**src/ini_line_tokenizer_macros.svh**
```systemverilog
// Shared assertion macros for the line tokenizer.
`ifndef INI_LINE_TOKENIZER_MACROS_SVH
`define INI_LINE_TOKENIZER_MACROS_SVH

// Check on every clock edge outside reset.
`define ILT_ASSERT(lbl, prop, msg) \
  lbl: assert property (@(posedge clk) disable iff (!rst_n) prop) else $error(msg);

// Check on every clock edge, reset included.
`define ILT_ASSERT_ALWAYS(lbl, prop, msg) \
  lbl: assert property (@(posedge clk) prop) else $error(msg);

`endif

```
**src/ilt_pkg.sv**
```systemverilog
`default_nettype none

package ilt_pkg;

  localparam int SPAN_W = 11;

  localparam logic [7:0] CHAR_SPACE  = 8'h20;
  localparam logic [7:0] CHAR_OPEN   = 8'h5B;
  localparam logic [7:0] CHAR_CLOSE  = 8'h5D;
  localparam logic [7:0] CHAR_HASH   = 8'h23;
  localparam logic [7:0] CHAR_EQUALS = 8'h3D;

  typedef enum logic [1:0] {
    STATUS_OK       = 2'd0,
    STATUS_SYNTAX   = 2'd1,
    STATUS_BLANK    = 2'd2,
    STATUS_TOO_LONG = 2'd3
  } status_t;

  typedef enum logic [2:0] {
    MODE_INIT    = 3'd0,
    MODE_OPEN    = 3'd1,
    MODE_CLOSED  = 3'd2,
    MODE_COMMENT = 3'd3,
    MODE_EQUALS  = 3'd4,
    MODE_TEXT    = 3'd5
  } mode_t;

  typedef struct packed {
    logic [7:0] char_code;
    logic       line_end;
  } in_t;

  typedef struct packed {
    status_t           status;
    logic              section_found;
    logic [SPAN_W-1:0] section_start;
    logic [SPAN_W-1:0] section_stop;
    logic              key_found;
    logic [SPAN_W-1:0] key_start;
    logic [SPAN_W-1:0] key_stop;
    logic              value_found;
    logic [SPAN_W-1:0] value_start;
    logic [SPAN_W-1:0] value_stop;
  } out_t;

endpackage

`default_nettype wire

```
**src/ini_line_tokenizer.sv**
```systemverilog
// Channel  Direction  Handshake          Payload
// in_      input      in_valid/in_stall   ilt_pkg::in_t  (char_code, line_end)
// out_     output     out_valid/out_stall ilt_pkg::out_t (status, section, key, value)
//
// One character per cycle unless stalled; a result registers as its line end is taken.
// The per-character state update is one registered step after the input register.
// A line's last character waits in the input register while a stalled result is held.
// Synchronous active-low reset clears both registers' valids and the line state.
// Input stays open while a result is stalled, until the next line end arrives.
`default_nettype none

module ini_line_tokenizer #(
  parameter int MAX_LINE = 1024
) (
  input  wire logic         clk,
  input  wire logic         rst_n,
  input  wire logic         in_valid,
  output logic              in_stall,
  input  wire ilt_pkg::in_t in_data,
  output logic              out_valid,
  input  wire logic         out_stall,
  output ilt_pkg::out_t     out_data
);

  logic          item_valid;
  ilt_pkg::in_t  item_data;
  logic          item_take;
  logic          res_valid;
  logic          res_free;
  ilt_pkg::out_t res_data;

  ilt_in_stage u_in (
    .clk        (clk),
    .rst_n      (rst_n),
    .in_valid   (in_valid),
    .in_stall   (in_stall),
    .in_data    (in_data),
    .item_valid (item_valid),
    .item_data  (item_data),
    .item_take  (item_take)
  );

  ilt_parser #(
    .MAX_LINE (MAX_LINE)
  ) u_parser (
    .clk        (clk),
    .rst_n      (rst_n),
    .item_valid (item_valid),
    .item_data  (item_data),
    .item_take  (item_take),
    .res_free   (res_free),
    .res_valid  (res_valid),
    .res_data   (res_data)
  );

  ilt_out_stage u_out (
    .clk       (clk),
    .rst_n     (rst_n),
    .res_valid (res_valid),
    .res_data  (res_data),
    .res_free  (res_free),
    .out_valid (out_valid),
    .out_stall (out_stall),
    .out_data  (out_data)
  );

endmodule

`default_nettype wire

```
**src/ilt_in_stage.sv**
```systemverilog
`default_nettype none

module ilt_in_stage (
  input  wire logic         clk,
  input  wire logic         rst_n,
  input  wire logic         in_valid,
  output logic              in_stall,
  input  wire ilt_pkg::in_t in_data,
  output logic              item_valid,
  output ilt_pkg::in_t      item_data,
  input  wire logic         item_take
);

  logic         item_valid_r;
  logic         item_valid_nxt;
  ilt_pkg::in_t item_data_r;
  logic         load;

  assign in_stall = item_valid_r && !item_take;
  assign load     = in_valid && !in_stall;

  always_comb begin
    if (load) begin
      item_valid_nxt = 1'b1;
    end else if (item_take) begin
      item_valid_nxt = 1'b0;
    end else begin
      item_valid_nxt = item_valid_r;
    end
  end

  always_ff @(posedge clk) begin
    if (!rst_n) begin
      item_valid_r <= 1'b0;
    end else begin
      item_valid_r <= item_valid_nxt;
    end
  end

  always_ff @(posedge clk) begin
    if (load) begin
      item_data_r <= in_data;
    end
  end

  assign item_valid = item_valid_r;
  assign item_data  = item_data_r;

endmodule

`default_nettype wire

```
**src/ilt_parser.sv**
```systemverilog
`default_nettype none

module ilt_parser #(
  parameter int MAX_LINE = 1024
) (
  input  wire logic         clk,
  input  wire logic         rst_n,
  input  wire logic         item_valid,
  input  wire ilt_pkg::in_t item_data,
  output logic              item_take,
  input  wire logic         res_free,
  output logic              res_valid,
  output ilt_pkg::out_t     res_data
);

  `include "ini_line_tokenizer_macros.svh"

  localparam int PW = $clog2(MAX_LINE + 1);

  ilt_pkg::mode_t mode_r, mode_nxt, mode_step;
  logic           stopped_r, stopped_nxt;
  logic           failed_r, failed_nxt;
  logic [PW-1:0]  pos_r, pos_nxt;
  logic [PW-1:0]  span_begin_r, span_begin_nxt;
  logic [PW-1:0]  span_end_r, span_end_nxt;
  logic           section_seen_r, section_seen_nxt;
  logic [PW-1:0]  section_from_r, section_from_nxt;
  logic [PW-1:0]  section_to_r, section_to_nxt;
  logic [PW-1:0]  key_from_r, key_from_nxt;
  logic [PW-1:0]  key_to_r, key_to_nxt;
  logic [PW-1:0]  text_end_r, text_end_nxt;
  logic           saw_text_r, saw_text_nxt;

  logic [7:0]     c;
  logic           too_long;
  logic           live;
  logic           is_text;
  logic [PW-1:0]  sb_pre;
  logic [PW-1:0]  sb_step;
  logic [PW-1:0]  se_step;
  logic           fail_hit;
  logic           line_done;

  assign c         = item_data.char_code;
  assign too_long  = pos_r >= PW'(MAX_LINE);
  assign live      = !too_long;
  assign is_text   = live && (c != ilt_pkg::CHAR_SPACE);
  assign sb_pre    = (is_text && !saw_text_r) ? pos_r : span_begin_r;
  assign item_take = item_valid && (!item_data.line_end || res_free);
  assign line_done = item_take && item_data.line_end;
  assign res_valid = line_done;

  // next mode, span bounds and syntax error for the current byte
  always_comb begin
    mode_step = mode_r;
    sb_step   = sb_pre;
    se_step   = span_end_r;
    fail_hit  = 1'b0;
    if (c == ilt_pkg::CHAR_SPACE) begin
      mode_step = mode_r;
    end else if (c == ilt_pkg::CHAR_OPEN) begin
      if (mode_r != ilt_pkg::MODE_TEXT) begin
        sb_step   = pos_r;
        mode_step = ilt_pkg::MODE_OPEN;
      end
    end else if (c == ilt_pkg::CHAR_CLOSE) begin
      if (mode_r != ilt_pkg::MODE_TEXT) begin
        if (mode_r != ilt_pkg::MODE_OPEN) begin
          fail_hit = 1'b1;
        end else begin
          mode_step = ilt_pkg::MODE_CLOSED;
          se_step   = pos_r;
        end
      end
    end else if (c == ilt_pkg::CHAR_HASH) begin
      if (mode_r == ilt_pkg::MODE_OPEN) begin
        fail_hit = 1'b1;
      end else begin
        mode_step = ilt_pkg::MODE_COMMENT;
        se_step   = pos_r;
      end
    end else if (c == ilt_pkg::CHAR_EQUALS) begin
      if (mode_r != ilt_pkg::MODE_OPEN && mode_r != ilt_pkg::MODE_COMMENT) begin
        mode_step = ilt_pkg::MODE_EQUALS;
        se_step   = pos_r;
      end
    end else begin
      if (mode_r == ilt_pkg::MODE_CLOSED) begin
        fail_hit = 1'b1;
      end else if (mode_r == ilt_pkg::MODE_INIT || mode_r == ilt_pkg::MODE_EQUALS) begin
        sb_step   = pos_r;
        mode_step = ilt_pkg::MODE_TEXT;
      end
    end
  end

  // line state update and result
  always_comb begin
    mode_nxt         = mode_r;
    stopped_nxt      = stopped_r;
    failed_nxt       = failed_r;
    span_begin_nxt   = sb_pre;
    span_end_nxt     = span_end_r;
    section_seen_nxt = section_seen_r;
    section_from_nxt = section_from_r;
    section_to_nxt   = section_to_r;
    key_from_nxt     = key_from_r;
    key_to_nxt       = key_to_r;
    saw_text_nxt     = saw_text_r || is_text;
    text_end_nxt     = is_text ? PW'(pos_r + 1'b1) : text_end_r;
    pos_nxt          = live ? PW'(pos_r + 1'b1) : pos_r;

    if (live && !stopped_r) begin
      if (fail_hit) begin
        failed_nxt  = 1'b1;
        stopped_nxt = 1'b1;
      end else begin
        mode_nxt       = mode_step;
        span_begin_nxt = sb_step;
        span_end_nxt   = se_step;
        if (mode_step == ilt_pkg::MODE_COMMENT) begin
          stopped_nxt = 1'b1;
        end else if (mode_step == ilt_pkg::MODE_CLOSED) begin
          section_seen_nxt = 1'b1;
          section_from_nxt = PW'(sb_step + 1'b1);
          section_to_nxt   = se_step;
        end else if (mode_step == ilt_pkg::MODE_EQUALS) begin
          key_from_nxt = sb_step;
          key_to_nxt   = se_step;
        end
      end
    end

    res_data = '0;
    if (too_long) begin
      res_data.status = ilt_pkg::STATUS_TOO_LONG;
    end else if (!saw_text_nxt) begin
      res_data.status = ilt_pkg::STATUS_BLANK;
    end else begin
      res_data.status = failed_nxt ? ilt_pkg::STATUS_SYNTAX : ilt_pkg::STATUS_OK;
      if (section_seen_nxt) begin
        res_data.section_found = 1'b1;
        res_data.section_start = ilt_pkg::SPAN_W'(section_from_nxt);
        res_data.section_stop  = ilt_pkg::SPAN_W'(section_to_nxt);
      end
      if (!failed_nxt && key_to_nxt > key_from_nxt) begin
        res_data.key_found = 1'b1;
        res_data.key_start = ilt_pkg::SPAN_W'(key_from_nxt);
        res_data.key_stop  = ilt_pkg::SPAN_W'(key_to_nxt);
        if (mode_nxt == ilt_pkg::MODE_COMMENT || mode_nxt == ilt_pkg::MODE_TEXT) begin
          res_data.value_found = 1'b1;
          res_data.value_start = ilt_pkg::SPAN_W'(span_begin_nxt);
          res_data.value_stop  = (span_end_nxt > span_begin_nxt) ?
                                 ilt_pkg::SPAN_W'(span_end_nxt) :
                                 ilt_pkg::SPAN_W'(text_end_nxt);
        end
      end
    end
  end

  always_ff @(posedge clk) begin
    if (!rst_n || line_done) begin
      mode_r         <= ilt_pkg::MODE_INIT;
      stopped_r      <= 1'b0;
      failed_r       <= 1'b0;
      pos_r          <= '0;
      span_begin_r   <= '0;
      span_end_r     <= '0;
      section_seen_r <= 1'b0;
      section_from_r <= '0;
      section_to_r   <= '0;
      key_from_r     <= '0;
      key_to_r       <= '0;
      text_end_r     <= '0;
      saw_text_r     <= 1'b0;
    end else if (item_take) begin
      mode_r         <= mode_nxt;
      stopped_r      <= stopped_nxt;
      failed_r       <= failed_nxt;
      pos_r          <= pos_nxt;
      span_begin_r   <= span_begin_nxt;
      span_end_r     <= span_end_nxt;
      section_seen_r <= section_seen_nxt;
      section_from_r <= section_from_nxt;
      section_to_r   <= section_to_nxt;
      key_from_r     <= key_from_nxt;
      key_to_r       <= key_to_nxt;
      text_end_r     <= text_end_nxt;
      saw_text_r     <= saw_text_nxt;
    end
  end

  `ILT_ASSERT(a_fail_stops, failed_r |-> stopped_r, "syntax error without stop")
  `ILT_ASSERT(a_stop_cause, stopped_r |-> (failed_r || mode_r == ilt_pkg::MODE_COMMENT), "stopped without cause")
  `ILT_ASSERT(a_line_clear, line_done |=> (pos_r == '0 && !saw_text_r && !stopped_r), "line state not cleared")
  `ILT_ASSERT_ALWAYS(a_pos_range, !rst_n || pos_r <= PW'(MAX_LINE), "position past line limit")

endmodule

`default_nettype wire

```
**src/ilt_out_stage.sv**
```systemverilog
`default_nettype none

module ilt_out_stage (
  input  wire logic          clk,
  input  wire logic          rst_n,
  input  wire logic          res_valid,
  input  wire ilt_pkg::out_t res_data,
  output logic               res_free,
  output logic               out_valid,
  input  wire logic          out_stall,
  output ilt_pkg::out_t      out_data
);

  logic          out_valid_r;
  logic          out_valid_nxt;
  ilt_pkg::out_t out_data_r;

  assign res_free = !out_valid_r || !out_stall;

  always_comb begin
    if (res_valid) begin
      out_valid_nxt = 1'b1;
    end else if (out_stall) begin
      out_valid_nxt = out_valid_r;
    end else begin
      out_valid_nxt = 1'b0;
    end
  end

  always_ff @(posedge clk) begin
    if (!rst_n) begin
      out_valid_r <= 1'b0;
    end else begin
      out_valid_r <= out_valid_nxt;
    end
  end

  always_ff @(posedge clk) begin
    if (res_valid) begin
      out_data_r <= res_data;
    end
  end

  assign out_valid = out_valid_r;
  assign out_data  = out_data_r;

endmodule

`default_nettype wire

```
**config.mk**
```make
export PLATFORM = sky130hd
export DESIGN_NAME = ini_line_tokenizer
export DESIGN_NICKNAME = d
export VERILOG_FILES = /design/src/ilt_pkg.sv /design/src/ini_line_tokenizer.sv /design/src/ilt_in_stage.sv /design/src/ilt_parser.sv /design/src/ilt_out_stage.sv
export VERILOG_INCLUDE_DIRS = /design/src /design/src/src
export SDC_FILE = /design/constraint.sdc
export NUM_CORES = 1
export LEC_CHECK = 0
export ABC_AREA = 1
export BUFFER_PORTS_ARGS = -buffer_cell sky130_fd_sc_hd__buf_2
export CORE_ASPECT_RATIO = 0.8
export CORE_MARGIN = 4
export CORE_UTILIZATION = 55
export DETAILED_ROUTE_END_ITERATION = 12
export HOLD_SLACK_MARGIN = 0.05
export PLACE_DENSITY = 0.8
export SLEW_MARGIN = 30
export SYNTH_ARGS = -nofsm -noshare
export SYNTH_HDL_FRONTEND = slang
export SYNTH_SLANG_ARGS = --single-unit
```
**constraint.sdc**
```tcl
create_clock -name clk -period 3.2 [get_ports clk]
set_input_delay 0.16 -clock clk [delete_from_list [all_inputs] [get_ports clk]]
set_output_delay 0.16 -clock clk [all_outputs]
set_load 0.02 [all_outputs]
```
==> summary.md, run 1 <==
| Metric | Value |
|---|---|
| Run status | `finished with violations` |
| Failing checks | `negative setup slack` |
| Largest net degree at the start of global routing | `67` |
| Mux cell area share after synthesis | `0.00100` |
| Root buffer cell | `clkbuf_16` |
| Pint | `4280 uW` |
| Final HPWL DP | `20.1 mm` |
| Max-Cap Viols | `0` |
| XOR/XNOR share of the synthesized area | `0.00701` |
| Net load switching power | `2200 uW` |
| Vias per cell | `5.48` |
| Starting Density | `0.568` |
| Leading cell type by number of instances after synthesis | `nand2_1` |
| FMAX | `258 MHz` |
| Number of distinct library cells after synthesis | `49` |
| Worst slew margin relative to its limit | `0.469` |
| Drt wl/cell | `16.5 um` |
| Sequential Power Share | `0.388` |
| Area share of the largest cell type after synthesis | `0.240` |
| Num ports | `86` |
| Startpoint types | `flip-flop` |
| DRC viols | `0` |
| Post-synth EDFFs | `80` |
| N_diodes | `0` |
| R2R Setup Slk | `-0.68 ns` |
| Synth warnings | `0` |
| Area Growth Syn to Fin | `32.2%` |
| Antenna Violating Nets Remaining | `0` |
| Pwr dens | `491 nW/um^2` |
| CTS tree | `yes` |
| Slew Limit Fails | `0` |
| Period utilization | `1.21` |
| Mapped Cells | `1323` |
| Worst slew pin tran | `0.792 ns` |
| Final nets | `1611` |
| Hold slack | `0.0917 ns` |
| Remaining Overflow, GRT | `0` |
| Synth area leader | `edfxtp_1` |
| Max FO, Critical Path | `11` |
| Final setup TNS | `-25.72 ns` |
| Clock Latency Late Sink | `0.45 ns` |
| Leak Pwr | `0.00631 uW` |
| Port Buf Inserts | `85` |
| Register area share after synthesis | `0.435` |
| Vias | `9925` |
| Post-Synth Adder-Cell Area | `0.0313` |
| Count of final hold-check violations | `0` |
| Number of global-route vias before repair | `8995` |
| First-pass GRT wire length | `45.3 mm` |
| Largest family of logic cells by synthesized area | `simple AND/OR/NAND/NOR gates` |
| R2R cell count | `25` |
| Synth top cells by count | `280 x nand2_1, 190 x inv_1, 139 x nor2_1` |
| Clock Sinks | `177` |
| Initial antenna violation count | `0` |
| # H-tree levels | `4` |
| Hold/Removal Path Class | `input port to flip-flop` |
| Reg clk slew, reported paths | `0.07 ns` |
| Fill count | `1219` |
| Switching Fraction | `0.340` |
| Worst flop-to-flop path endpoint | `u_out.out_data[9]` |
| Combinational Power Share | `0.283` |
| Hold Path End | `u_out.out_valid` |
| Skew final | `0.0108 ns` |
| Seq cells post-synth | `177` |
| Num CTS Buffers | `17` |
| Core area | `17600 sq um` |
| Met2 routed WL | `13.5 mm` |
| Final GP Congestion | `1.02` |
| Hold path start | `out_stall` |
| Synth Area in Simple Gates | `0.260` |
| Layout cell share with drive strength beyond 1 | `0.320` |
| Num rows | `43` |
| GRT Resource Usage Total | `0.281` |
| Asr flop ratio synth | `0` |
| R2r startpoint | `u_in.item_data[6]` |
| Top cells by area, synth | `edfxtp_1 24%, dfxtp_1 19%, nand2_1 11%` |
| Detailed router's first-iteration violation count | `1284` |
| Die H | `129 um` |
| Total power | `6480 uW` |
| Top layer in use | `met4` |
| Die X | `159 um` |
| Mapped Nets | `1361` |
| First-pass iteration count of the detailed router | `6` |
| Avg Inst Size Synth | `7.55 sq um` |
| Final worst slack | `-0.681 ns` |
| CTS max path bufs | `2` |
| Die ar. | `20400 sq um` |
| Clock power share | `0.329` |
| Final setup viols | `46` |
| Worst slack, placed | `-0.483 ns` |
| Main flop type after synthesis | `dfxtp_1` |
| Synth Cell Area | `9990 sq um` |
| Data arrival, critical path | `4.18 ns` |
| Synth Area in Compound Gates | `0.151` |
| Hold path depth | `5` |
| DR WL met3 | `2.59 mm` |
| Wl on met1 | `12.7 mm` |
| Critical path class | `flip-flop to flip-flop` |
| Maximum VDD drop | `0.396 mV` |
| Worst path required time | `3.50 ns` |
| Fin crit period | `3.88 ns` |
| RSZ-0062 raised after global routing | `yes` |
| Worst Setup End Kind | `flip-flop` |
| WL final | `29.8 mm` |
==> sequential cells by signal, indices dropped and copies added, names as in the netlist, 9 cells and up <==
| name | count |
|---|---|
| u_in.item_data | 9 |
| u_parser.key_from_r | 11 |
| u_parser.span_begin_r | 11 |
| u_parser.section_to_r | 11 |
| u_out.out_data | 71 |
| u_parser.section_from_r | 11 |
| u_parser.key_to_r | 11 |
| u_parser.span_end_r | 11 |
| u_parser.pos_r | 11 |
| u_parser.text_end_r | 11 |
==> stage by stage <==
| stage | instances | utilization | instance area (sq um) |
|---|---|---|---|
| floorplan | 1323 | - | 10200 |
| global placement | 1752 | 0.682 | 12000 |
| detailed placement | 1752 | 0.682 | 12000 |
| CTS | 1797 | 0.729 | 12800 |
| global route | 1811 | 0.751 | 13200 |
| finish | 1811 | 0.751 | 13200 |
==> placed cells by master, fill, tap and decap left out, types with 4 or more instances in the layout <==
cell type and n:
nor2_4 8, buf_2 85, o211ai_1 20, ha_4 10, inv_1 182, a21oi_1 63
inv_2 25, edfxtp_1 80, nand3_2 11, clkinv_4 4, buf_4 179, nand4_1 10
o21ai_1 33, nor2_2 9, ha_1 15, nand2_4 12, clkbuf_16 21, xor2_1 7
nand2_2 41, clkinv_8 6, nand3_1 54, nor2_1 131, nor3_2 22, buf_6 6
dlygate4sd3_1 11, nor3_1 5, buf_12 8, o21ai_0 96, nand2_1 261, dfxtp_1 97
o21ai_2 14, a21oi_2 25
==> final cells by class <==
class,count,area (sq um),area share
Clock buffer,17,425,0.0322
Timing Repair Buffer,293,2210,0.167
Inverter,213,810,0.0613
Tap cell,225,282,0.0213
Clock inverter,15,191,0.0145
Multi-Input combinational cell,871,4940,0.374
Sequential cell,177,4340,0.329
==> layer usage <==
layer | up-vias | GRT usage
met1 | 4550 | 0.395
met4 | 0 | 0.106
met3 | 85 | 0.0599
met2 | 512 | 0.426
li1 | 4778 | -
met5 | - | 0
==> power by group through the flow <==
stage / clock (uW) / combinational (uW) / sequential (uW)
2_1_floorplan: 0 / 928 / 2590
3_3_place_gp: 0 / 1520 / 2560
3_5_place_dp: 0 / 1550 / 2560
4_1_cts: 2140 / 1610 / 2510
5_1_grt: 2250 / 1980 / 2520
6_report: 2130 / 1830 / 2520
==> how the worst max path moves through the flow <==
stage | from | endpoint | slack (ns) | cells past startpoint
finish | u_in.item_data[6] | u_out.out_data[9] | -0.68 | 25
global route | u_in.item_data[6] | u_out.out_data[8] | -0.86 | 25
CTS | u_in.item_data[6] | u_out.out_data[8] | -0.51 | 25
detailed placement | u_in.item_data[2] | u_out.out_data[8] | -0.48 | 22
global placement | u_in.item_data[2] | u_out.out_data[8] | -0.43 | 22
floorplan | u_in.item_data[6] | u_out.out_data[0] | -0.02 | 25
==> critical path, cell delays in order (launching register included) <==
cell	delay, ns
edfxtp_1	0.41
inv_1	0.07
nand2_1	0.09
nor2_4	0.12
inv_2	0.05
nor2_4	0.18
nand2_2	0.08
nand2_2	0.08
inv_4	0.07
nand2_4	0.08
nand2_2	0.06
a21oi_4	0.25
buf_12	0.18
nand3_2	0.10
nand2_2	0.12
inv_2	0.07
ha_4	0.27
nand2_1	0.09
o21ai_1	0.19
nand2_1	0.11
o2111ai_2	0.10
o41ai_2	0.12
nor3_2	0.22
nand2_2	0.20
clkbuf_16	0.23
nor3_1	0.17
==> kinds of logic (layout without fill, tap and decap cells) <==
kind of cell	count (synthesis)	count (layout)
AO/OA/AOI/OAI	264	264
XOR/XNOR	8	8
adder cells (fa/ha/maj)	25	25
buffers and inverters	275	538
flip-flops	177	177
multiplexers	1	1
AND/OR/NAND/NOR	573	573
==> repair_timing <==
item	in CTS	in global routing
gates cloned	0	4
setup endpoints to repair	46	46
buffers inserted	2	10
pin swaps	2	10
resized for setup	22	55
hold buffers	11	0
hold endpoints to repair	11	0
Power figures use the tool's default switching activity.
==> inputs of run 2 (changes only) <==
--- a/config.mk
+++ b/config.mk
@@ -14,6 +14,7 @@
 export DETAILED_ROUTE_END_ITERATION = 12
 export HOLD_SLACK_MARGIN = 0.05
 export PLACE_DENSITY = 0.8
+export RECOVER_POWER = 100
 export SLEW_MARGIN = 30
 export SYNTH_ARGS = -nofsm -noshare
 export SYNTH_HDL_FRONTEND = slang
==> constraint.sdc (replaced) <==
create_clock -name clk -period 3.2 [get_ports clk]
set_input_delay 0 -clock clk [delete_from_list [all_inputs] [get_ports clk]]
set_output_delay 0 -clock clk [all_outputs]
set_load 0.02 [all_outputs]
==> run 2 against run 1 <==
The flow still finishes with violations (negative setup slack); register-to-register slack hardly changed; critical endpoint unchanged; sequential cell count stayed put; non-clock buffer count is 1 higher; highest routed layer unchanged.
==> summary.md, run 2 (same netlist as run 1, synthesis figures left out) <==
| Metric | Value |
|---|---|
| Final setup viols | `46` |
| Initial antenna violation count | `0` |
| Dpl cell area | `12000 sq um` |
| Critical Path Most Common Cell | `nand2_2` |
| Final GP Congestion | `1.02` |
| Worst path required time | `3.50 ns` |
| Final nets | `1612` |
| N_diodes | `0` |
| RSZ-0062 raised after global routing | `yes` |
| Fin crit period | `3.89 ns` |
| Detailed router's first-iteration violation count | `1177` |
| Worst slack, placed | `-0.483 ns` |
| Worst slew margin relative to its limit | `0.463` |
| Period utilization | `1.22` |
| Vias per cell | `5.45` |
| Buffers and inverters on the worst path | `6` |
| Critical path class | `flip-flop to flip-flop` |
| First-pass iteration count of the detailed router | `7` |
| Final instance area | `13100 sq um` |
| Commonest non-fill, non-tap cells in the layout | `261 x nand2_1, 184 x inv_1, 179 x buf_4` |
| GRT Resource Usage Total | `0.280` |
| Antenna Violating Nets Remaining | `0` |
| Max reg flops | `71` |
| Multi-input logic area | `4940 sq um` |
| Dpl cells | `1752` |
| First-pass GRT wire length | `45.2 mm` |
| Hold path depth | `3` |
| Die H | `129 um` |
| Starting Density | `0.568` |
| Most common cell after layout, fill and taps aside | `nand2_1` |
| R2R cell count | `25` |
| Number of global-route vias before repair | `8996` |
| CP top delay family | `simple AND/OR/NAND/NOR gates` |
| Die ar. | `20400 sq um` |
| CTS tree | `yes` |
| Root buffer cell | `clkbuf_16` |
| Slowest CP cell | `edfxtp_1` |
| Vias | `9876` |
| Final worst slack | `-0.691 ns` |
| Die X | `159 um` |
| Maximum VDD drop | `0.392 mV` |
| Port Buf Inserts | `85` |
| Drt wl/cell | `16.4 um` |
| Worst slew pin tran | `0.804 ns` |
| Leak Pwr | `0.00610 uW` |
| Final setup TNS | `-26.25 ns` |
| Num rows | `43` |
| Reg clk slew, reported paths | `0.07 ns` |
| Fill count | `1270` |
| Worst Setup End Kind | `flip-flop` |
| Num ports | `86` |
| DRC viols | `0` |
| Max-Cap Viols | `0` |
| Pwr dens | `493 nW/um^2` |
| Largest net degree at the start of global routing | `67` |
| Count of final hold-check violations | `0` |
| Final HPWL DP | `20.1 mm` |
| CP Depth | `25` |
| Failing checks | `negative setup slack` |
| Clock Sinks | `177` |
| Non-filler cells, final | `1812` |
| WL final | `29.8 mm` |
| Core area | `17600 sq um` |
| Skew final | `0.0106 ns` |
| CTS max path bufs | `2` |
| Remaining Overflow, GRT | `0` |
| Data arrival, critical path | `4.19 ns` |
| Slew Limit Fails | `0` |
| Run status | `finished with violations` |
| Clock Latency Late Sink | `0.45 ns` |
| Max FO, Critical Path | `11` |
| FMAX | `257 MHz` |
| Hold/Removal Path Class | `input port to flip-flop` |
| Area Growth Syn to Fin | `31.3%` |
| CP peak stage delay | `0.41 ns` |
| Reg area | `4340 sq um` |
| Layout cell share with drive strength beyond 1 | `0.272` |
| # H-tree levels | `4` |
| Num CTS Buffers | `17` |
| Startpoint types | `flip-flop` |
==> run 2: tightest hold or removal path: cells and delay by family <==
kind                   cells  cell delay [ns]
and+or+nand+nor            1             0.15
buffers and inverters      2             0.16
==> run 2: stage by stage <==
stage	utilization	total power [uW]	hold WS, ns
after floorplan	-	3520	0.0989
after global placement	0.682	4080	0.177
after detailed placement	0.682	4110	0.178
after CTS	0.730	6270	0.0578
after global routing	0.746	6740	0.0762
final	0.746	6470	0.0583
==> run 2: cell type report <==
| class | count | area share |
|---|---|---|
| Timing Repair Buffer | 294 | 0.162 |
| Clock inverter | 15 | 0.0146 |
| Multi-Input combinational cell | 871 | 0.377 |
| Clock buffer | 17 | 0.0324 |
| Tap cell | 225 | 0.0215 |
| Sequential cell | 177 | 0.331 |
| Inverter | 213 | 0.0617 |
==> run 2: timing repair <==
action,CTS,global route
setup buffers,2,10
hold buffers,12,0
cloned,0,4
pin swaps,2,10
endpoints found under the hold margin,11,0
setup endpoints to repair,46,46
resized for setup,22,55
==> run 2: final timing paths <==
check,endpoint,startpoint,slack [ns]
min,u_in.item_data[8],in_valid,0.06
max reg2reg,u_out.out_data[9],u_in.item_data[6],-0.69
min reg2reg,u_parser.failed_r,u_parser.failed_r,0.47
max,u_out.out_data[9],u_in.item_data[6],-0.69
==> run 2: metal layers <==
metal  up-vias  track usage  part of all wire
met3        78       0.0599             0.091
met1      4526        0.395              0.42
met2       493        0.424              0.45
li1       4779            -                 -
met5         -            0                 0
met4         0        0.106             0.034
==> run 2: report_power, final <==
part	total [uW]	leakage [uW]	internal, uW	switching, uW
clock	2130	0.000297	1060	1070
sequential	2520	0.00156	2460	53.0
combinational	1820	0.00423	743	1080
total	6470	0.00610	4270	2200
